<file path="config.mk">
export PLATFORM = sky130hd
export DESIGN_NAME = priority_ready_and_sleep_queues_top
export DESIGN_NICKNAME = d
export VERILOG_FILES = /design/src/hw/rtl/prs_pkg.sv /design/src/hw/rtl/prs_cmp.sv /design/src/hw/rtl/prs_shq.sv /design/src/hw/rtl/priority_ready_and_sleep_queues_top.sv
export SDC_FILE = /design/constraint.sdc
export NUM_CORES = 2
export LEC_CHECK = 0
export BUFFER_PORTS_ARGS = -buffer_cell sky130_fd_sc_hd__buf_2
export CELL_PAD_IN_SITES_DETAIL_PLACEMENT = 1
export CELL_PAD_IN_SITES_GLOBAL_PLACEMENT = 1
export CORE_MARGIN = 2
export CORE_UTILIZATION = 50
export DETAILED_ROUTE_END_ITERATION = 8
export PLACE_DENSITY = 0.81
export SLEW_MARGIN = 10
export SYNTH_ARGS = -nofsm -noshare
export SYNTH_HDL_FRONTEND = slang
export SYNTH_SLANG_ARGS = --single-unit
</file>
<file path="constraint.sdc">
create_clock -name clk -period 11.2 [get_ports clk]
set_input_delay 0.56 -clock clk [delete_from_list [all_inputs] [get_ports clk]]
set_output_delay 0.56 -clock clk [all_outputs]
set_load 0.05 [all_outputs]
</file>
<file path="src/hw/rtl/prs_pkg.sv">
// ----------------------------------------------------------------------------
// prs_pkg: shared types and constants of the scheduler queues
// Operation codes, sequencer states, comparator result and queue control.
// ----------------------------------------------------------------------------
package prs_pkg;

  // Width of a thread identifier.
  localparam int IdW = 4;

  // Slice register reset and saturation value.
  localparam logic [7:0] SliceReset = 8'd4;
  localparam logic [7:0] SliceMax   = 8'd255;

  // Operation codes carried by an input word.
  typedef enum logic [1:0] {
    OP_READY    = 2'd0,
    OP_SLEEP    = 2'd1,
    OP_TICK     = 2'd2,
    OP_DISPATCH = 2'd3
  } op_t;

  // Sequencer states.
  typedef enum logic [2:0] {
    ST_IDLE,
    ST_RSCAN,
    ST_SSCAN,
    ST_WAKE,
    ST_DONE
  } state_t;

  // Outputs of the shared comparator.
  typedef struct packed {
    logic tick_lt;
    logic tick_eq;
    logic prio_ge;
  } cmp_res_t;

  // Control of one ordered queue.
  typedef struct packed {
    logic ins_en;
    logic pop_en;
  } q_ctrl_t;

endpackage

</file>
<file path="src/hw/rtl/prs_cmp.sv">
// ----------------------------------------------------------------------------
// prs_cmp: shared compare unit
// One tick comparator and one priority comparator used by every scan step.
// ----------------------------------------------------------------------------
module prs_cmp #(
  parameter int TICK_BITS     = 32,
  parameter int PRIORITY_BITS = 6
) (
  input  logic [TICK_BITS-1:0]     tick_a,
  input  logic [TICK_BITS-1:0]     tick_b,
  input  logic [PRIORITY_BITS-1:0] prio_a,
  input  logic [PRIORITY_BITS-1:0] prio_b,
  output prs_pkg::cmp_res_t        res
);
  import prs_pkg::*;

  // Unsigned compares of both operand pairs.
  always_comb begin
    res.tick_lt = tick_a < tick_b;
    res.tick_eq = tick_a == tick_b;
    res.prio_ge = prio_a >= prio_b;
  end

endmodule

</file>
<file path="src/hw/rtl/prs_shq.sv">
// ----------------------------------------------------------------------------
// prs_shq: ordered shift queue
// Entries shift up on an insert at a given place and down on a pop of the
// front; one entry can be read at a scan index.
// ----------------------------------------------------------------------------
module prs_shq #(
  parameter int WIDTH = 10,
  parameter int DEPTH = 16,
  localparam int IdxW = $clog2(DEPTH),
  localparam int CntW = $clog2(DEPTH + 1)
) (
  input  logic                  clk,
  input  logic                  rst,
  input  prs_pkg::q_ctrl_t      ctrl,
  input  logic [IdxW-1:0]       ins_pos,
  input  logic [WIDTH-1:0]      ins_data,
  input  logic [IdxW-1:0]       rd_idx,
  output logic [WIDTH-1:0]      rd_data,
  output logic [WIDTH-1:0]      front,
  output logic [CntW-1:0]       count
);
  import prs_pkg::*;

  logic [WIDTH-1:0] entries [DEPTH];

  assign rd_data = entries[rd_idx];
  assign front   = entries[0];

  // Entry storage: each entry takes its neighbour on a shift.
  always_ff @(posedge clk) begin
    for (int i = 0; i < DEPTH; i++) begin
      if (ctrl.ins_en) begin
        if (IdxW'(i) == ins_pos) begin
          entries[i] <= ins_data;
        end else if (IdxW'(i) > ins_pos && i > 0) begin
          entries[i] <= entries[(i > 0) ? i - 1 : 0];
        end
      end else if (ctrl.pop_en && i < DEPTH - 1) begin
        entries[i] <= entries[(i < DEPTH - 1) ? i + 1 : i];
      end
    end
  end

  // Fill count.
  always_ff @(posedge clk) begin
    if (rst) begin
      count <= '0;
    end else if (ctrl.ins_en) begin
      count <= count + CntW'(1);
    end else if (ctrl.pop_en) begin
      count <= count - CntW'(1);
    end
  end

endmodule

</file>
<file path="src/hw/rtl/priority_ready_and_sleep_queues_top.sv">
// ----------------------------------------------------------------------------
// priority_ready_and_sleep_queues_top: thread scheduler queues
// A priority ordered ready queue and a wake tick ordered sleep queue under a
// small sequencer that shares one compare unit.
// ----------------------------------------------------------------------------
// Usage: every word on the slave stream carries op, thread_id, priority_req,
// wake_tick and now_tick; every word yields exactly one result word on the
// master stream (next_thread, dispatch_valid, preempt, woke_count, status).
// The time slice register is written through cfg_we and cfg_wdata.
// Steps: a dispatch and an insert into a full queue go straight to the final
// state. An insert walks past the entries ahead of its place in its queue
// (fewer than MAX_THREADS). A tick checks the front of the sleep queue and
// gives every woken sleeper an ordered insert into the ready queue. The
// scan walks one entry a cycle through the single compare unit.
// s_tready is high only while the sequencer is idle; one word is worked on
// at a time. The result sits in an output register, so the next word is
// taken while a result waits; a stalled receiver holds the sequencer in its
// final state once that register is full.
// Reset empties both queues, clears the slice count and sets time slice to 4.
// ----------------------------------------------------------------------------
module priority_ready_and_sleep_queues_top #(
  parameter int MAX_THREADS   = 16,
  parameter int PRIORITY_BITS = 6,
  parameter int TICK_BITS     = 32,
  localparam int InW  = 6 + PRIORITY_BITS + 2 * TICK_BITS,
  localparam int InPW = ((InW + 7) / 8) * 8
) (
  input  logic            clk,
  input  logic            rst,
  // Slave word, from bit 0: op, thread_id, priority_req, wake_tick, now_tick.
  input  logic            s_tvalid,
  output logic            s_tready,
  input  logic [InPW-1:0] s_tdata,
  // Master word, from bit 0: next_thread, dispatch_valid, preempt,
  // woke_count, status.
  output logic            m_tvalid,
  input  logic            m_tready,
  output logic [15:0]     m_tdata,
  input  logic            cfg_we,
  input  logic [7:0]      cfg_wdata
);
  import prs_pkg::*;

  localparam int IdxW = $clog2(MAX_THREADS);
  localparam int CntW = $clog2(MAX_THREADS + 1);
  localparam int RW   = IdW + PRIORITY_BITS;
  localparam int SW   = TICK_BITS + PRIORITY_BITS + IdW;
  localparam int PL   = 6;
  localparam int WL   = 6 + PRIORITY_BITS;
  localparam int NL   = WL + TICK_BITS;

  // Input fields.
  op_t                    in_op;
  logic [IdW-1:0]         in_id;
  logic [PRIORITY_BITS-1:0] in_prio;
  logic [TICK_BITS-1:0]   in_wake;
  logic [TICK_BITS-1:0]   in_now;

  assign in_op   = op_t'(s_tdata[1:0]);
  assign in_id   = s_tdata[5:2];
  assign in_prio = s_tdata[PL+PRIORITY_BITS-1:PL];
  assign in_wake = s_tdata[WL+TICK_BITS-1:WL];
  assign in_now  = s_tdata[NL+TICK_BITS-1:NL];

  state_t                 state, state_next;
  logic                   waking;
  logic [IdW-1:0]         cur_id;
  logic [PRIORITY_BITS-1:0] cur_prio;
  logic [TICK_BITS-1:0]   cur_wake;
  logic [TICK_BITS-1:0]   now_r;
  logic [IdxW-1:0]        idx;
  logic [7:0]             slice_limit;
  logic [7:0]             slice;
  logic [7:0]             slice_inc;
  logic [3:0]             res_next;
  logic                   res_valid;
  logic                   res_preempt;
  logic [CntW-1:0]        woke;
  logic                   res_status;
  logic                   out_valid;
  logic [15:0]            out_data;

  logic                   accept;
  logic                   out_load;
  q_ctrl_t                rq_ctrl, sq_ctrl;
  logic [RW-1:0]          rq_rd, rq_front;
  logic [SW-1:0]          sq_rd, sq_front;
  logic [CntW-1:0]        rq_count, sq_count;
  logic                   rq_full, sq_full;
  logic                   scan_more;
  logic                   wake_due;

  logic [TICK_BITS-1:0]     cmp_ta, cmp_tb;
  logic [PRIORITY_BITS-1:0] cmp_pa, cmp_pb;
  cmp_res_t                 cmp;

  assign accept   = s_tvalid && s_tready;
  assign s_tready = state == ST_IDLE && !rst;
  assign out_load = state == ST_DONE && (!out_valid || m_tready);
  assign rq_full  = rq_count == CntW'(MAX_THREADS);
  assign sq_full  = sq_count == CntW'(MAX_THREADS);
  assign slice_inc = (slice != SliceMax) ? slice + 8'd1 : slice;
  assign wake_due = sq_count != '0 && (cmp.tick_lt || cmp.tick_eq) && !rq_full;

  // Queues.
  prs_shq #(.WIDTH(RW), .DEPTH(MAX_THREADS)) u_ready (
    .clk(clk), .rst(rst), .ctrl(rq_ctrl), .ins_pos(idx),
    .ins_data({cur_id, cur_prio}), .rd_idx(idx),
    .rd_data(rq_rd), .front(rq_front), .count(rq_count)
  );

  prs_shq #(.WIDTH(SW), .DEPTH(MAX_THREADS)) u_sleep (
    .clk(clk), .rst(rst), .ctrl(sq_ctrl), .ins_pos(idx),
    .ins_data({cur_wake, cur_prio, cur_id}), .rd_idx(idx),
    .rd_data(sq_rd), .front(sq_front), .count(sq_count)
  );

  // Shared comparator operand selection.
  always_comb begin
    cmp_ta = cur_wake;
    cmp_tb = sq_rd[SW-1:PRIORITY_BITS+IdW];
    cmp_pa = cur_prio;
    cmp_pb = sq_rd[PRIORITY_BITS+IdW-1:IdW];
    unique case (state)
      ST_RSCAN: begin
        cmp_pa = rq_rd[PRIORITY_BITS-1:0];
        cmp_pb = cur_prio;
      end
      ST_WAKE: begin
        cmp_ta = sq_front[SW-1:PRIORITY_BITS+IdW];
        cmp_tb = now_r;
      end
      default: begin
      end
    endcase
  end

  prs_cmp #(.TICK_BITS(TICK_BITS), .PRIORITY_BITS(PRIORITY_BITS)) u_cmp (
    .tick_a(cmp_ta), .tick_b(cmp_tb), .prio_a(cmp_pa), .prio_b(cmp_pb), .res(cmp)
  );

  // Whether the scan walks on past the current entry.
  always_comb begin
    if (state == ST_RSCAN) begin
      scan_more = CntW'(idx) < rq_count && cmp.prio_ge;
    end else begin
      scan_more = CntW'(idx) < sq_count && !(cmp.tick_lt || (cmp.tick_eq && cmp.prio_ge));
    end
  end

  // Next state.
  always_comb begin
    state_next = state;
    unique case (state)
      ST_IDLE: begin
        if (accept) begin
          unique case (in_op)
            OP_READY:    state_next = rq_full ? ST_DONE : ST_RSCAN;
            OP_SLEEP:    state_next = sq_full ? ST_DONE : ST_SSCAN;
            OP_TICK:     state_next = ST_WAKE;
            OP_DISPATCH: state_next = ST_DONE;
          endcase
        end
      end
      ST_RSCAN: begin
        if (!scan_more) state_next = waking ? ST_WAKE : ST_DONE;
      end
      ST_SSCAN: begin
        if (!scan_more) state_next = ST_DONE;
      end
      ST_WAKE: begin
        state_next = wake_due ? ST_RSCAN : ST_DONE;
      end
      ST_DONE: begin
        if (out_load) state_next = ST_IDLE;
      end
      default: state_next = ST_IDLE;
    endcase
  end

  // Queue control outputs.
  always_comb begin
    rq_ctrl = '0;
    sq_ctrl = '0;
    unique case (state)
      ST_IDLE: begin
        rq_ctrl.pop_en = accept && in_op == OP_DISPATCH && rq_count != '0;
      end
      ST_RSCAN: begin
        rq_ctrl.ins_en = !scan_more;
        sq_ctrl.pop_en = !scan_more && waking;
      end
      ST_SSCAN: begin
        sq_ctrl.ins_en = !scan_more;
      end
      default: begin
      end
    endcase
  end

  // Sequencer state.
  always_ff @(posedge clk) begin
    if (rst) begin
      state <= ST_IDLE;
    end else begin
      state <= state_next;
    end
  end

  // Word under work and its result.
  always_ff @(posedge clk) begin
    unique case (state)
      ST_IDLE: begin
        idx         <= '0;
        cur_id      <= in_id;
        cur_prio    <= in_prio;
        cur_wake    <= in_wake;
        now_r       <= in_now;
        waking      <= 1'b0;
        res_next    <= (in_op == OP_DISPATCH && rq_count != '0) ? rq_front[RW-1:PRIORITY_BITS]
                                                                : 4'd0;
        res_valid   <= in_op == OP_DISPATCH && rq_count != '0;
        res_preempt <= in_op == OP_TICK && slice_inc >= slice_limit;
        res_status  <= (in_op == OP_READY && rq_full) || (in_op == OP_SLEEP && sq_full);
        woke        <= '0;
      end
      ST_RSCAN, ST_SSCAN: begin
        if (scan_more) idx <= idx + IdxW'(1);
        if (!scan_more && waking && state == ST_RSCAN) woke <= woke + CntW'(1);
      end
      ST_WAKE: begin
        idx      <= '0;
        waking   <= 1'b1;
        cur_id   <= sq_front[IdW-1:0];
        cur_prio <= sq_front[PRIORITY_BITS+IdW-1:IdW];
      end
      default: begin
      end
    endcase
  end

  // Slice counter and time slice register.
  always_ff @(posedge clk) begin
    if (rst) begin
      slice       <= 8'd0;
      slice_limit <= SliceReset;
    end else begin
      if (cfg_we) slice_limit <= cfg_wdata;
      if (accept && in_op == OP_TICK) begin
        slice <= slice_inc;
      end else if (accept && in_op == OP_DISPATCH) begin
        slice <= 8'd0;
      end
    end
  end

  // Output register.
  always_ff @(posedge clk) begin
    if (rst) begin
      out_valid <= 1'b0;
    end else if (out_load) begin
      out_valid <= 1'b1;
    end else if (m_tready) begin
      out_valid <= 1'b0;
    end
  end

  always_ff @(posedge clk) begin
    if (out_load) begin
      out_data <= {4'd0, res_status, 5'(woke), res_preempt, res_valid, res_next};
    end
  end

  assign m_tvalid = out_valid;
  assign m_tdata  = out_data;

  // Checks.
  a_rq_bound: assert property (@(posedge clk) disable iff (rst)
    rq_count <= CntW'(MAX_THREADS)) else $error("ready queue overfilled");

  a_scan_bound: assert property (@(posedge clk) disable iff (rst)
    state == ST_RSCAN |-> CntW'(idx) <= rq_count) else $error("scan past queue end");

  a_slice_clr: assert property (@(posedge clk) disable iff (rst)
    accept && in_op == OP_DISPATCH |=> slice == 8'd0) else $error("slice not cleared");

  a_disp_nowake: assert property (@(posedge clk) disable iff (rst)
    out_valid && out_data[4] |-> out_data[10:6] == 5'd0) else $error("dispatch with wake");

endmodule

</file>
==> implementation parameters <==
Parameter                              Value

Floorplan
  Placement row count ... 119
  Count of pins on the block boundary ... 111
  Effective utilization at floorplan ... 0.503
  Die Width ... 330 um
  Placeable Area ... 0.105 mm2
  Die Area ... 0.109 mm2
  Die height ... 330 um

Cells and area
  Final nets ... 4,204
  Fraction of layout instances using a drive strength above 1 ... 0.173
  Filler Cells Inserted ... 10,200
  Core occupancy in the finished layout ... 0.559
  Synthesis-to-layout area growth ... 11.1%

Detailed routing
  Detailed-route DRC error count ... 0
  Avg WL per Cell ... 37.5 um
  Number of design-rule violations left by the first detailed-router iteration ... 7,747
  Detail Route Antenna Nets ... 0
  Drt via density ... 8.00
  Vias ... 44,300
  TritonRoute pass-1 iters ... 7
  DRT Wirelength ... 208,000 um

Worst setup path
  Largest fanout of any net on the critical path ... 133
  Arrival time reported for the critical path endpoint ... 8.88 ns
  Cell family with most CP delay ... simple AND/OR/NAND/NOR gates
  Worst path required time ... 11.51 ns
  Cells traversed along the worst timing path ... buf_12 -> mux4_2 -> mux4_2 -> mux2i_1 -> ha_1 -> a21oi_1 -> o21ai_0 -> a311oi_1 -> and3_1 -> o221ai_4 -> inv_8 -> nand3_4 -> nand3_4
  Element type at the critical path end ... flop
  CP max stage delay ... 1.39 ns
  Worst path bufs/invs ... 2
  Critical path launch point type ... flop
  Worst path slowest cell ... nand3_4
  WS Path Type ... flop to flop

GRT
  Largest net degree at the start of global routing ... 182
  Number of global-route vias before repair ... 44,600
  Total global-route track usage ... 0.378
  Wire length of the first global-routing pass ... 302,000 um
  Number of antenna violations at the first check in global routing ... 7
  Grt ovf ... 0

Logic synthesis
  Post-Syn Area ... 0.0530 mm2
  Cell type with the largest total area after synthesis ... edfxtp_1
  Dominant synthesized flop cell ... edfxtp_1
  Leading cell types by count after synthesis ... edfxtp_1 (935), a221o_1 (493), nand2_1 (436)
  Number of unique standard cell types used by synthesis ... 64
  Top cells by area, synth ... edfxtp_1 (53%), mux4_2 (9.3%), a221o_1 (9.3%)
  Number of synthesized register bits ... 969
  Cell count after synthesis ... 4,136
  Post-synth EDFFs ... 935
  Proportion of register bits with asynchronous set or reset after synthesis ... 0
  Post-Synthesis Mean Instance Area ... 12.8 um2
  Library cell with the highest instance count after synthesis ... edfxtp_1
  YS warnings ... 0
  Proportion of synthesized chip area in sequential cells ... 0.543
  Fraction of synthesized cell area taken by the top area cell type ... 0.530

Timing
  Worst Clk Skew ... 0.0448 ns
  Setup repair after global routing missed its margin ... false
  Final Max Tran Viols ... 0
  Highest clock frequency the design can meet ... 0.117 GHz
  Fin crit share ... 0.765
  Worst slack on hold paths ... 0.0256 ns
  Post-route setup slack ... 2.63 ns
  Final setup TNS ... 0 ns
  Final setup vio count ... 0
  Rel. slew slack ... 0.0254
  Least-Margin Pin Slew ... 1.46 ns
  Number of hold-slack violations in the final timing report ... 0
  Fin crit period ... 8.57 ns

Min path
  Start point of the worst min-delay path ... s_tdata[38]
  HP Class ... primary input to flop

Clocking
  Clock tree root buffer cell ... clkbuf_16
  Longest Clk Path Bufs ... 3
  Clock Latency Late Sink ... 0.74 ns
  CTS tree ... yes
  Clock slew at the register clock pins of the worst setup and hold paths ... 0.06 ns
  # H-tree levels ... 3
  Postcts setup bufs ... 0
  Number of clock buffers inserted by TritonCTS ... 109
  Count of clock tree sinks ... 969

Outcome
  Status ... finished, final reports clean

Place
  GPL Wtd Cong ... 0.889
  Setup Slack @ Placement ... 3.20 ns
  Port Buffers ... 102
  Half-perimeter wire length of the detailed placement result ... 110,000 um

Pwr
  Leakage ... 21.0 nW
  Max rail drop VDD ... 0.299 mV
  Power density cells ... 320 mW/mm2
  Total Power ... 0.0189 W

Run
  Max-Cap Viols ... 0
[final timing paths]
check,cells after the start,slack (ns),end
setup reg to reg,13,2.63,u_sleep.entries[2][12]
hold / removal,1,0.03,cur_wake[26]
hold reg to reg,0,0.41,m_tdata[4]
setup / recovery,13,2.63,u_sleep.entries[2][12]
[logic make-up (layout without fill, tap and decap cells)]
family / count (synthesis) / count (layout) / share of synthesized area
multiplexers: 359 / 359 / 0.121
buffers and inverters: 512 / 508 / 0.0382
AO/OA/AOI/OAI: 1092 / 1092 / 0.167
adder cells (fa/ha/maj): 65 / 65 / 0.0156
XOR/XNOR: 15 / 15 / 0.00248
other: 1 / 18 / 0.0000708
flip-flops: 969 / 969 / 0.543
AND/OR/NAND/NOR: 1123 / 1123 / 0.113
[what timing repair did]
action                                 in CTS  in global routing
endpoints found under the hold margin      43                  0
setup endpoints to repair                   0                  0
gates resized for setup                     0                  0
hold buffers                               43                  0
[sequential cells by signal, summed over array words and instances, names as in the netlist, named ones only]
register and cells:
cur_id 4, u_sleep.entries 672, cur_prio 6, slice_limit 8, now_r 32, woke 5
res_preempt 1, idx 4, slice 8, res_valid 1, cur_wake 32, state 3
m_tvalid 1, u_sleep.count 5, res_status 1, m_tdata 12, waking 1, u_ready.entries 160
u_ready.count 5, res_next 4
[final cells by class]
type | count | area, um2 | share of cell area
Sequential cell | 969 | 28800 | 0.489
Clock inverter | 66 | 751 | 0.0127
Tap cell | 1391 | 1740 | 0.0296
Inverter | 54 | 218 | 0.00370
Multi-Input combinational cell | 2658 | 22700 | 0.385
Antenna cell | 14 | 35.0 | 0.000595
Timing Repair Buffer | 254 | 1820 | 0.0309
Clock buffer | 134 | 2870 | 0.0488
[cell usage in the layout (no fill, tap or decap), types with 22 or more instances in the layout]
master | Yosys | layout
a21o_1 | 22 | 22
a21oi_1 | 54 | 53
a221o_1 | 493 | 493
a22oi_1 | 57 | 57
a32oi_1 | 122 | 122
and3_1 | 291 | 291
and4_1 | 137 | 137
buf_2 | 51 | 102
buf_4 | 5 | 104
clkbuf_1 | 351 | 22
clkbuf_16 | 0 | 111
clkinv_1 | 1 | 25
dfxtp_1 | 34 | 30
dlygate4sd3_1 | 0 | 43
edfxtp_1 | 935 | 935
ha_1 | 63 | 63
inv_1 | 52 | 49
mux2_2 | 58 | 58
mux2i_1 | 81 | 81
mux4_2 | 220 | 220
nand2_1 | 436 | 425
nand3_1 | 25 | 23
nor2_1 | 109 | 105
nor4_1 | 42 | 35
o21ai_0 | 246 | 236
[power breakdown]
part,switching [W],leakage [nW],internal [W]
sequential,0.00100,8.89,0.00597
combinational,0.00529,10.3,0.00286
clock,0.00158,1.77,0.00217
[metal layers]
layer,part of all wire,vias up,GRT usage
li1,-,16900,-
met1,0.35,22200,0.488
met2,0.44,4240,0.558
met3,0.15,947,0.125
met4,0.067,4,0.216
met5,0.00016,-,0
[worst register-to-register path: stages, from the launching register on]
cell	delay, ns
dfxtp_4	0.89
buf_12	0.66
mux4_2	0.69
mux4_2	0.46
mux2i_1	0.18
ha_1	0.30
a21oi_1	0.17
o21ai_0	0.25
a311oi_1	0.94
and3_1	0.60
o221ai_4	0.23
inv_8	0.43
nand3_4	0.93
nand3_4	1.41
[stage by stage]
| stage | cell area (um2) | std cells |
|---|---|---|
| detailed placement | 54800 | 5283 |
| global route | 58900 | 5529 |
| floorplan | 53000 | 4139 |
| global placement | 54800 | 5283 |
| finish | 58900 | 5540 |
| CTS | 58800 | 5526 |
Power figures use the tool's default switching activity.
